<file path="src/sv/csq_pkg.sv">
// Shared constants, types and helpers for the counting semaphore wait queue.
`timescale 1ns / 1ps

package csq_pkg;

   // Wait queue geometry
   localparam int QUEUE_DEPTH    = 16;
   localparam int THREAD_ID_BITS = 8;
   localparam int PTR_W          = $clog2(QUEUE_DEPTH);
   localparam int OCC_W          = $clog2(QUEUE_DEPTH + 1);

   // Field widths of the request and response channels
   localparam int REQ_TYPE_W = 2;
   localparam int TID_W      = 8;
   localparam int STATUS_W   = 2;
   localparam int COUNT_W    = 16;
   localparam int VALUE_W    = 17;

   localparam logic [TID_W-1:0]   ID_MASK   = TID_W'((1 << THREAD_ID_BITS) - 1);
   localparam logic [COUNT_W-1:0] COUNT_MAX = '1;

   // Request opcodes; the unused code behaves as a read
   localparam logic [REQ_TYPE_W-1:0] REQ_DOWN = 2'd0;
   localparam logic [REQ_TYPE_W-1:0] REQ_UP   = 2'd1;
   localparam logic [REQ_TYPE_W-1:0] REQ_READ = 2'd2;

   // Response status codes
   localparam logic [STATUS_W-1:0] STAT_OK        = 2'd0;
   localparam logic [STATUS_W-1:0] STAT_BLOCKED   = 2'd1;
   localparam logic [STATUS_W-1:0] STAT_FULL      = 2'd2;
   localparam logic [STATUS_W-1:0] STAT_SATURATED = 2'd3;

   // Control sequencer states
   typedef enum logic {
      ST_IDLE,
      ST_FETCH
   } csq_state_type;

   // Circular pointer advance, valid for any depth
   function automatic logic [PTR_W-1:0] next_ptr(input logic [PTR_W-1:0] ptr);
      if (ptr == PTR_W'(QUEUE_DEPTH - 1)) begin
         return '0;
      end
      return ptr + PTR_W'(1);
   endfunction

endpackage

</file>
<file path="src/sv/csq_ifs.sv">
// Channel interfaces: request, response and configuration write.
`timescale 1ns / 1ps

interface csq_req_if;
   import csq_pkg::*;
   logic                  valid;
   logic                  ready;
   logic [REQ_TYPE_W-1:0] req_type;
   logic [TID_W-1:0]      thread_id;
   modport source (output valid, output req_type, output thread_id, input ready);
   modport sink   (input valid, input req_type, input thread_id, output ready);
endinterface

interface csq_rsp_if;
   import csq_pkg::*;
   logic                       valid;
   logic                       ready;
   logic [STATUS_W-1:0]        status;
   logic                       woken_valid;
   logic [TID_W-1:0]           woken_thread;
   logic signed [VALUE_W-1:0]  current_value;
   modport source (output valid, output status, output woken_valid, output woken_thread,
                   output current_value, input ready);
   modport sink   (input valid, input status, input woken_valid, input woken_thread,
                   input current_value, output ready);
endinterface

interface csq_csr_if;
   import csq_pkg::*;
   logic               valid;
   logic               ready;
   logic [COUNT_W-1:0] data;
   modport source (output valid, output data, input ready);
   modport sink   (input valid, input data, output ready);
endinterface

</file>
<file path="src/sv/csq_id_ram.sv">
// Simple dual-port RAM with registered read, holds the waiting thread ids.
`timescale 1ns / 1ps

module csq_id_ram #(
   parameter int DEPTH = 16,
   parameter int WIDTH = 8
) (
   input  logic                     clock,
   input  logic                     wr_en,
   input  logic [$clog2(DEPTH)-1:0] wr_addr,
   input  logic [WIDTH-1:0]         wr_data,
   input  logic                     rd_en,
   input  logic [$clog2(DEPTH)-1:0] rd_addr,
   output logic [WIDTH-1:0]         rd_data
);

   logic [WIDTH-1:0] mem [DEPTH];
   logic [WIDTH-1:0] rd_data_ff;

   // Write port
   always_ff @(posedge clock) begin
      if (wr_en) begin
         mem[wr_addr] <= wr_data;
      end
   end

   // Read port, registered
   always_ff @(posedge clock) begin
      if (rd_en) begin
         rd_data_ff <= mem[rd_addr];
      end
   end

   assign rd_data = rd_data_ff;

endmodule

</file>
<file path="src/sv/counting_semaphore_wait_queue.sv">
// Top level: counting semaphore with a FIFO wait queue of blocked thread ids.
`timescale 1ns / 1ps
//
// Usage:
//   req (csq_req_if): down, up or read requests with the caller's thread id.
//   rsp (csq_rsp_if): one response per request: status, woken waiter, value.
//   csr (csq_csr_if): write of initial_count; reloads the count and empties
//                     the wait queue. Taken only while no request is in work.
// Timing: a response is registered in the cycle after its request is taken.
//   An up request that hands the unit to a waiter reads the id RAM, and its
//   response is registered from the RAM output in the fetch state.
// Throughput: one request per cycle unless a csr write or a held response blocks it;
//   none is taken in the fetch state of a handoff (single registered id RAM read port).
// Reset: count and initial_count clear to zero, the wait queue is empty.
//   No clearing pass: the id RAM is only read at written entries.
// Stall: the response register holds while rsp.ready is low; a new request is
//   taken in the same cycle the held response leaves.
//
module counting_semaphore_wait_queue (
   input logic      clock,
   input logic      reset,
   csq_req_if.sink  req,
   csq_rsp_if.source rsp,
   csq_csr_if.sink  csr
);

   import csq_pkg::*;

   csq_state_type state_ff, state_in;

   logic [COUNT_W-1:0] init_ff, init_in;
   logic [COUNT_W-1:0] count_ff, count_in;
   logic [PTR_W-1:0]   head_ff, head_in;
   logic [PTR_W-1:0]   tail_ff, tail_in;
   logic [OCC_W-1:0]   occ_ff, occ_in;

   logic                rsp_valid_ff, rsp_valid_in;
   logic [STATUS_W-1:0] status_ff, status_in;
   logic                woken_valid_ff, woken_valid_in;
   logic [TID_W-1:0]    woken_ff;
   logic [VALUE_W-1:0]  value_ff, value_in;

   logic             req_fire;
   logic             csr_fire;
   logic             handoff;
   logic             ram_wr_en;
   logic             ram_rd_en;
   logic [TID_W-1:0] ram_rd_data;
   logic             rsp_free;

   assign rsp_free = !rsp_valid_ff || rsp.ready;
   assign req_fire = req.valid && req.ready;
   assign csr_fire = csr.valid && csr.ready;

   // Id storage
   csq_id_ram #(
      .DEPTH (QUEUE_DEPTH),
      .WIDTH (TID_W)
   ) u_id_ram (
      .clock   (clock),
      .wr_en   (ram_wr_en),
      .wr_addr (tail_ff),
      .wr_data (req.thread_id & ID_MASK),
      .rd_en   (ram_rd_en),
      .rd_addr (head_ff),
      .rd_data (ram_rd_data)
   );

   // Next state
   always_comb begin
      state_in = state_ff;
      unique case (state_ff)
         ST_IDLE: begin
            if (handoff) begin
               state_in = ST_FETCH;
            end
         end
         ST_FETCH: state_in = ST_IDLE;
         default:  state_in = ST_IDLE;
      endcase
   end

   // Handshake outputs
   always_comb begin
      req.ready = 1'b0;
      csr.ready = 1'b0;
      unique case (state_ff)
         ST_IDLE: begin
            csr.ready = 1'b1;
            req.ready = rsp_free && !csr.valid;
         end
         ST_FETCH: begin
            req.ready = 1'b0;
            csr.ready = 1'b0;
         end
         default: begin
            req.ready = 1'b0;
            csr.ready = 1'b0;
         end
      endcase
   end

   // Read-modify-write of the semaphore state
   always_comb begin
      init_in        = init_ff;
      count_in       = count_ff;
      head_in        = head_ff;
      tail_in        = tail_ff;
      occ_in         = occ_ff;
      status_in      = STAT_OK;
      woken_valid_in = 1'b0;
      handoff        = 1'b0;
      ram_wr_en      = 1'b0;
      ram_rd_en      = 1'b0;
      if (csr_fire) begin
         init_in  = csr.data;
         count_in = csr.data;
         head_in  = '0;
         tail_in  = '0;
         occ_in   = '0;
      end else if (req_fire) begin
         unique case (req.req_type)
            REQ_DOWN: begin
               priority if (count_ff != '0) begin
                  count_in = count_ff - COUNT_W'(1);
               end else if (occ_ff != OCC_W'(QUEUE_DEPTH)) begin
                  ram_wr_en = 1'b1;
                  tail_in   = next_ptr(tail_ff);
                  occ_in    = occ_ff + OCC_W'(1);
                  status_in = STAT_BLOCKED;
               end else begin
                  status_in = STAT_FULL;
               end
            end
            REQ_UP: begin
               priority if (occ_ff != '0) begin
                  handoff        = 1'b1;
                  ram_rd_en      = 1'b1;
                  head_in        = next_ptr(head_ff);
                  occ_in         = occ_ff - OCC_W'(1);
                  woken_valid_in = 1'b1;
               end else if (count_ff == COUNT_MAX) begin
                  status_in = STAT_SATURATED;
               end else begin
                  count_in = count_ff + COUNT_W'(1);
               end
            end
            default: begin
               // read: no state change
            end
         endcase
      end
      // value after the request: count, else minus the waiters
      if (count_in != '0) begin
         value_in = VALUE_W'(count_in);
      end else begin
         value_in = VALUE_W'(0) - VALUE_W'(occ_in);
      end
   end

   // Response valid
   always_comb begin
      rsp_valid_in = rsp_valid_ff;
      priority if (state_ff == ST_FETCH) begin
         rsp_valid_in = 1'b1;
      end else if (req_fire) begin
         rsp_valid_in = !handoff;
      end else if (rsp.ready) begin
         rsp_valid_in = 1'b0;
      end
   end

   // Control registers
   always_ff @(posedge clock) begin
      if (reset) begin
         state_ff     <= ST_IDLE;
         init_ff      <= '0;
         count_ff     <= '0;
         head_ff      <= '0;
         tail_ff      <= '0;
         occ_ff       <= '0;
         rsp_valid_ff <= 1'b0;
      end else begin
         state_ff     <= state_in;
         init_ff      <= init_in;
         count_ff     <= count_in;
         head_ff      <= head_in;
         tail_ff      <= tail_in;
         occ_ff       <= occ_in;
         rsp_valid_ff <= rsp_valid_in;
      end
   end

   // Response payload
   always_ff @(posedge clock) begin
      if (req_fire) begin
         status_ff      <= status_in;
         woken_valid_ff <= woken_valid_in;
         woken_ff       <= '0;
         value_ff       <= value_in;
      end else if (state_ff == ST_FETCH) begin
         woken_ff <= ram_rd_data;
      end
   end

   assign rsp.valid         = rsp_valid_ff;
   assign rsp.status        = status_ff;
   assign rsp.woken_valid   = woken_valid_ff;
   assign rsp.woken_thread  = woken_ff;
   assign rsp.current_value = signed'(value_ff);

`ifndef NO_ASSERTIONS
   // waiters never exceed the queue depth
   a_occ_bound: assert property (@(posedge clock) disable iff (reset)
      occ_ff <= OCC_W'(QUEUE_DEPTH))
      else $error("wait queue occupancy beyond depth");

   // a positive count and queued waiters never coexist
   a_count_or_wait: assert property (@(posedge clock) disable iff (reset)
      (count_ff != '0) |-> (occ_ff == '0))
      else $error("count above zero with threads waiting");

   // a handoff request enters the fetch state with no response valid
   a_fetch_origin: assert property (@(posedge clock) disable iff (reset)
      (state_ff == ST_IDLE && req_fire && handoff) |=> (state_ff == ST_FETCH && !rsp_valid_ff))
      else $error("handoff did not enter fetch");

   // a woken waiter is always reported with ok status
   a_woken_ok: assert property (@(posedge clock) disable iff (reset)
      (rsp.valid && rsp.woken_valid) |-> (rsp.status == STAT_OK))
      else $error("woken waiter with non-ok status");
`endif

endmodule

</file>
<file path="src/flat_wrapper.sv">
// flat-port wrapper written by rule: the top's interface ports become plain ports
module counting_semaphore_wait_queue_flat import csq_pkg::*;
  (clock, reset, req_valid, req_req_type, req_thread_id, req_ready, rsp_valid, rsp_status, rsp_woken_valid, rsp_woken_thread, rsp_current_value, rsp_ready, csr_valid, csr_data, csr_ready);
  csq_req_if req_i ();
  csq_rsp_if rsp_i ();
  csq_csr_if csr_i ();
  input logic clock;
  input logic reset;
  input wire logic [$bits(req_i.valid)-1:0] req_valid;
  input wire logic [$bits(req_i.req_type)-1:0] req_req_type;
  input wire logic [$bits(req_i.thread_id)-1:0] req_thread_id;
  output wire logic [$bits(req_i.ready)-1:0] req_ready;
  output wire logic [$bits(rsp_i.valid)-1:0] rsp_valid;
  output wire logic [$bits(rsp_i.status)-1:0] rsp_status;
  output wire logic [$bits(rsp_i.woken_valid)-1:0] rsp_woken_valid;
  output wire logic [$bits(rsp_i.woken_thread)-1:0] rsp_woken_thread;
  output wire logic [$bits(rsp_i.current_value)-1:0] rsp_current_value;
  input wire logic [$bits(rsp_i.ready)-1:0] rsp_ready;
  input wire logic [$bits(csr_i.valid)-1:0] csr_valid;
  input wire logic [$bits(csr_i.data)-1:0] csr_data;
  output wire logic [$bits(csr_i.ready)-1:0] csr_ready;
  assign req_i.valid = req_valid;
  assign req_i.req_type = req_req_type;
  assign req_i.thread_id = req_thread_id;
  assign req_ready = req_i.ready;
  assign rsp_valid = rsp_i.valid;
  assign rsp_status = rsp_i.status;
  assign rsp_woken_valid = rsp_i.woken_valid;
  assign rsp_woken_thread = rsp_i.woken_thread;
  assign rsp_current_value = rsp_i.current_value;
  assign rsp_i.ready = rsp_ready;
  assign csr_i.valid = csr_valid;
  assign csr_i.data = csr_data;
  assign csr_ready = csr_i.ready;
  counting_semaphore_wait_queue u_core (.clock(clock), .reset(reset), .req(req_i), .rsp(rsp_i), .csr(csr_i));
endmodule
</file>
<file path="config.mk">
export PLATFORM = sky130hd
export DESIGN_NAME = counting_semaphore_wait_queue_flat
export DESIGN_NICKNAME = d
export VERILOG_FILES = /design/src/sv/csq_pkg.sv /design/src/sv/csq_ifs.sv /design/src/sv/csq_id_ram.sv /design/src/sv/counting_semaphore_wait_queue.sv /design/src/flat_wrapper.sv
export SDC_FILE = /design/constraint.sdc
export NUM_CORES = 1
export LEC_CHECK = 0
export BUFFER_PORTS_ARGS = -buffer_cell sky130_fd_sc_hd__buf_2
export CAP_MARGIN = 20
export CORE_MARGIN = 4
export CORE_UTILIZATION = 39
export DETAILED_ROUTE_END_ITERATION = 16
export GPL_TIMING_DRIVEN = 0
export SYNTH_ARGS = -nofsm -noshare
export SYNTH_HDL_FRONTEND = slang
export SYNTH_SLANG_ARGS = --single-unit
</file>
<file path="constraint.sdc">
create_clock -name clock -period 3.2 [get_ports clock]
set_input_delay 0.16 -clock clock [delete_from_list [all_inputs] [get_ports clock]]
set_output_delay 0.16 -clock clock [all_outputs]
set_load 0.05 [all_outputs]
</file>
# Word level (Yosys, flattened, before mapping)
# Memories as Yosys holds them, arrays and structs flattened. A register that Yosys moved wholly into a read port is not among the register bits.
# Cells that the tools add are included.
[word_totals] n_memories=1 ram_bits=128 reg_bits=59 wordCells=92 output_inout_bits=31 inputBits=31
[memory_table] name="u_core.u_id_ram.mem" depth=16 width=8 rd=1 rd_clocked_by_memory_dff=1 wr=1 line="csq_id_ram.sv:17" rtl="logic [WIDTH-1:0] mem [DEPTH];"
[op_classes] add_sub_neg=7 n_bitwise=2 reduce_logical=15 eq_ne=5 mux=51
[ops] cell="16-bit 2-to-1 mux" count=6
[ops] cell="16-bit case mux with 2 select lines" count=1
[ops] cell="16-bit nonzero test" count=2
[ops] cell="1-bit 2-to-1 mux" count=26
[ops] cell="5-bit 2-to-1 mux" count=5
[ops] cell="16-bit by 1-bit adder with 16-bit output (second input constant)" count=1
[ops] cell="16-bit equality test (second input constant)" count=1
[ops] cell="4-bit 2-to-1 mux" count=4
[ops] cell="16-bit by 1-bit subtractor with 16-bit output (second input constant)" count=1
[ops] cell="5-bit case mux with 2 select lines" count=1
[ops] cell="4-bit by 1-bit adder with 4-bit output (second input constant)" count=2
[ops] cell="4-bit equality test (second input constant)" count=2
[ops] cell="2-bit 2-to-1 mux" count=4
[ops] cell="1-bit case mux with 2 select lines" count=3
[ops] cell="1-bit by 5-bit subtractor with 6-bit output (first input constant)" count=1
[ops] cell="5-bit by 1-bit adder with 5-bit output (second input constant)" count=1
[ops] cell="5-bit != test (second input constant)" count=1
[ops] cell="5-bit nonzero test" count=1
[ops] cell="5-bit by 1-bit subtractor with 5-bit output (second input constant)" count=1
[ops] cell="2-bit case mux with 2 select lines" count=1
[ops] cell="4-bit AND reduction" count=1
[ops] cell="1-bit logical AND" count=3
[ops] cell="1-bit zero test" count=3
[ops] cell="3-bit AND reduction" count=1
[ops] cell="other kinds (6)" count=7

# Logic depth before layout (Yosys ltp)
[logic_depth] ltp_word=10 mapped_depth=13

# Cells and area by module
# Synthesis repeated with hierarchy kept, for this count alone.
[hier_totals] cells_unflattened=693 hier_area_um2=9082.5
[by_module_without_submodules] module="csq_id_ram" n_inst=1 cells_per_inst=229 area_per_inst_um2=5227.5
[by_module_without_submodules] module="counting_semaphore_wait_queue" n_inst=1 cells_per_inst=464 area_per_inst_um2=3854.9

# Worst setup path after synthesis
# Ideal clock, no wire load.
[synth_timing] kind="register -> register" start="reg u_core.count_ff[0]" end="reg u_core.value_ff[14] (netlist: u_core.rsp.current_value[14]), data pin" setup_slack_ps=23 stages_incl_launch_ff=13 period_less_slack_ps=3177 t_arrival_ps=3042 setup_time_ps=136 t_required_ps=3064 cell_sequence="dfxtp_1 inv_1 ha_1 or4b_1 or4_1 or3_1 a21oi_1 mux2i_1 nand3_1 and4bb_4 nand3_2 buf_4 nand2_1"
[synth_between] elab_chain_len=8 word_cells_on_any_way=17 classes_between="3 x add/sub; 1 x eq/ne; 11 x mux; 2 x reduce/logical"
[synth_rtl] item="start, declared" line="counting_semaphore_wait_queue.sv:32" rtl="logic [COUNT_W-1:0] count_ff, count_in;"
[synth_rtl] item="start signal, assigned" line="counting_semaphore_wait_queue.sv:186" rtl="count_ff <= count_in;"
[synth_rtl] item="16-bit by 1-bit adder with 16-bit output / 16-bit equality test (equally long branches)" line="counting_semaphore_wait_queue.sv:145, counting_semaphore_wait_queue.sv:142"
[synth_rtl] item="16-bit 2-to-1 mux" line="counting_semaphore_wait_queue.sv:142" rtl="end else if (count_ff == COUNT_MAX) begin"
[synth_rtl] item="16-bit 2-to-1 mux" line="counting_semaphore_wait_queue.sv:136" rtl="priority if (occ_ff != '0) begin"
[synth_rtl] item="16-bit case mux with 2 select lines" line="counting_semaphore_wait_queue.sv:122" rtl="unique case (req.req_type)"
[synth_rtl] item="16-bit 2-to-1 mux" line="counting_semaphore_wait_queue.sv:121" rtl="end else if (req_fire) begin"
[synth_rtl] item="16-bit 2-to-1 mux" line="counting_semaphore_wait_queue.sv:115" rtl="if (csr_fire) begin"
[synth_rtl] item="16-bit nonzero test" line="counting_semaphore_wait_queue.sv:154" rtl="if (count_in != '0) begin"
[synth_rtl] item="16-bit 2-to-1 mux (*)" line="counting_semaphore_wait_queue.sv:154"
[synth_rtl] item="named net u_core.value_in[14]" line="counting_semaphore_wait_queue.sv:41" rtl="logic [VALUE_W-1:0] value_ff, value_in;"
[synth_rtl] item="end signal, assigned" line="counting_semaphore_wait_queue.sv:200" rtl="value_ff <= value_in;"
[synth_rtl] item="end, declared" line="counting_semaphore_wait_queue.sv:41"
# Mark *: on every way through the listed nets, which the timed path passes. The rest lies on a longest branch.
# A chain may end at the register's enable or synchronous reset.

# Worst setup path after layout
[layout_timing] start="reg u_core.count_ff[1]" end="reg u_core.value_ff[6] (netlist: u_core.rsp.current_value[6]), data pin"
# The elaborated chain is that of the path after synthesis.

==> metrics.csv <==
metric,value,unit
crit_required,3500,ps
antenna_found_initial,0,
fin_area,10800,um^2
grt_pass1_vias,6124,
final_cell_mix,"edfxtp_1, nor2_1, buf_2, nand2_1, mux4_2",
grt_max_degree,30,
fin_crit,3270,ps
filler_cell_count,1992,
cts_buffer_depth,2,
combPwrFrac,9.1,%
diodes,0,
skew,16.2,ps
finalMaxSlewViolations,0,
setup_viol_count_final,16,
cellInternalPower,0.00412,W
root_buffer,clkbuf_16,
cts_max_level,4,
drt_wl_total,23.2,mm
pwr-share-clk,40.2,%
cp-start-kind,register,
status,finished with violations,
p_per_area,511,nW/um^2
hold_class,in -> reg,
multi_input_area,3540,um^2
die_y,160,um
hold_ws,105,ps
dieArea,25500,um^2
ys_types,66,
synth_edf_count,156,
dpl.hpwl,16.3,mm
vias,6335,
swShare,25.1,%
period_share,102,%
r2r_setup_slack,-70,ps
avgSynthCellArea,12.9,um^2
cts_buffers,17,
placed_area,9660,um^2
arrival,3570,ps
rows,55,
yosys_warnings,0,
fp.dieW,160,um
cts_tree,built,
drt-initial-drc-count,604,
ys_async_sr_fraction,0,%
track_usage,18.4,%
tightest_slew,932,ps
nets,839,
hold_violations,0,
yosysTopAreaCell,edfxtp_1,
slew_headroom,37.6,%
yosysSeqAreaShare,60.8,%
overflow,0,
wl_per_cell,21.2,um
max_freq,306,MHz
power_leakage,3.64,nW
synth_top_area_share,52.1,%
syn_inst,695,
vias_per_cell,5.79,
violations,setup timing,
postRouteAntennaNets,0,
regArea,5480,um^2
vdd_drop_max,0.000249,V
final_common_cell,edfxtp_1,
switching_power,0.00138,W
drive_above_1_share,29.1,%
critPathKind,reg -> reg,
ys.flop_type,edfxtp_1,
dr.pass1.iters,5,
setup_ws,-66.6,ps
seqPwrFrac,50.7,%
grt_pass1_wl,36.0,mm
end_kind,register,
synthesis.area,8980,um^2
maxCapViolCount,0,
portBuffers,59,
cp_max_fo,5,
drc,0,
syn-num-nets,737,
areaGrowthSynthToFinish,19.7,%
synth-seq-cells,195,
insertion_delay,440,ps
path_clk_slew,70,ps
rsz0062_at_grt,true,
clkSinkCount,195,
synth_area_leaders,"edfxtp_1, mux4_2, dfxtp_1",
core,22600,um^2
pin_count,62,
start_util,39.7,%
gp_congestion,0.909,
cell families after synthesis:
| family | after synthesis | share of synthesized area (%) |
|---|---|---|
| AOI/OAI and AO/OA | 93 | 6.67 |
| xor gates and xnor gates | 10 | 0.975 |
| adders and majority gates | 11 | 1.53 |
| buffers and inverters | 63 | 2.69 |
| DFF | 195 | 60.8 |
| muxes | 52 | 11.4 |
| and+or+nand+nor | 271 | 15.9 |
state kept, by name, indices dropped and copies added, names as in the netlist:
signal	count
u_core.rsp.woken_valid	1
u_core.rsp.current_value	17
u_core.head_ff	4
u_core.u_id_ram.rd_data	8
u_core.rsp.woken_thread	8
u_core.u_id_ram.mem	128
u_core.tail_ff	4
u_core.occ_ff	5
u_core.count_ff	16
u_core.rsp.valid	1
u_core.rsp.status	2
u_core.state_ff	1
final cells by class:
| type | count | area share [%] |
|---|---|---|
| Clock inverter | 13 | 1.70 |
| Tap cell | 285 | 3.32 |
| Multi-Input combinational cell | 437 | 32.9 |
| Inverter | 17 | 0.640 |
| Sequential cell | 195 | 50.9 |
| Buffer | 40 | 1.59 |
| Clock buffer | 19 | 4.03 |
| Timing Repair Buffer | 89 | 4.87 |
worst max-delay path: stages (launching register included):
cell and delay (ps):
dfxtp_4 360, inv_4 70, ha_4 130, or4b_4 450
or4_4 430, or3_4 350, a21oi_4 170, mux2i_4 300
nand3_2 100, and4bb_4 410, nand3_4 130, buf_6 170
nand2_2 60
through the flow:
| stage | std cells | setup TNS, ps | util [%] | worst slack, ps | total power (W) |
|---|---|---|---|---|---|
| after floorplan | 695 | 0 | - | 22.5 | 0.00312 |
| after global placement | 1039 | -85770 | 42.6 | -1120 | 0.00327 |
| after detailed placement | 1040 | -73220 | 42.7 | -684 | 0.00327 |
| after CTS | 1092 | -551 | 47.0 | -56.3 | 0.00551 |
| after global routing | 1095 | -1910 | 47.5 | -134 | 0.00568 |
| final | 1095 | -763 | 47.5 | -66.6 | 0.00550 |
Yosys cell counts (4+ instances only):
cell type / number
a211oi_1: 4
a21oi_1: 21
a31oi_1: 7
and3_1: 7
and4_1: 4
clkbuf_1: 41
dfxtp_1: 39
edfxtp_1: 156
ha_1: 11
inv_1: 16
mux2i_1: 12
mux4_2: 40
nand2_1: 57
nand2b_1: 8
nand3_1: 27
nand4_1: 16
nor2_1: 73
nor2b_1: 4
nor3_1: 26
nor3b_1: 4
nor4_1: 9
o211ai_1: 4
o21ai_0: 21
o21ai_1: 5
or2_2: 4
or3_1: 8
xnor2_1: 6
xor2_1: 4
repair_timing:
action                     CTS  global route
hold endpoints to repair     2             0
setup endpoints to repair  147            25
cloned                       1             0
hold buffers                 1             0
resized for setup           51            38
pin swaps                   15             7
buffers inserted            20             7
metal layers:
metal	routed length (um)	vias up	global-route usage [%]	share of wire, %
met5	0	-	0	0
met4	574	0	5.79	2.5
met3	1870	52	4.65	8.0
met2	10400	293	27.9	45
met1	10400	3105	26.2	45
li1	-	2885	-	-
power groups by stage:
stage	clock, W	sequential, W	combinational (W)
floorplan	0	0.00288	0.000234
global placement	0	0.00284	0.000429
detailed placement	0	0.00284	0.000428
CTS	0.00224	0.00278	0.000483
global route	0.00235	0.00279	0.000533
finish	0.00221	0.00279	0.000500
final timing paths:
kind | startpoint | to | cells after the start
min | csr_data[1] | u_core.count_ff[1] | 5
max | u_core.count_ff[1] | u_core.rsp.current_value[6] | 12
min reg2reg | u_core.u_id_ram.rd_data[2] | u_core.rsp.woken_thread[2] | 2
max reg2reg | u_core.count_ff[1] | u_core.rsp.current_value[6] | 12
(Power assumes the default switching activity.)
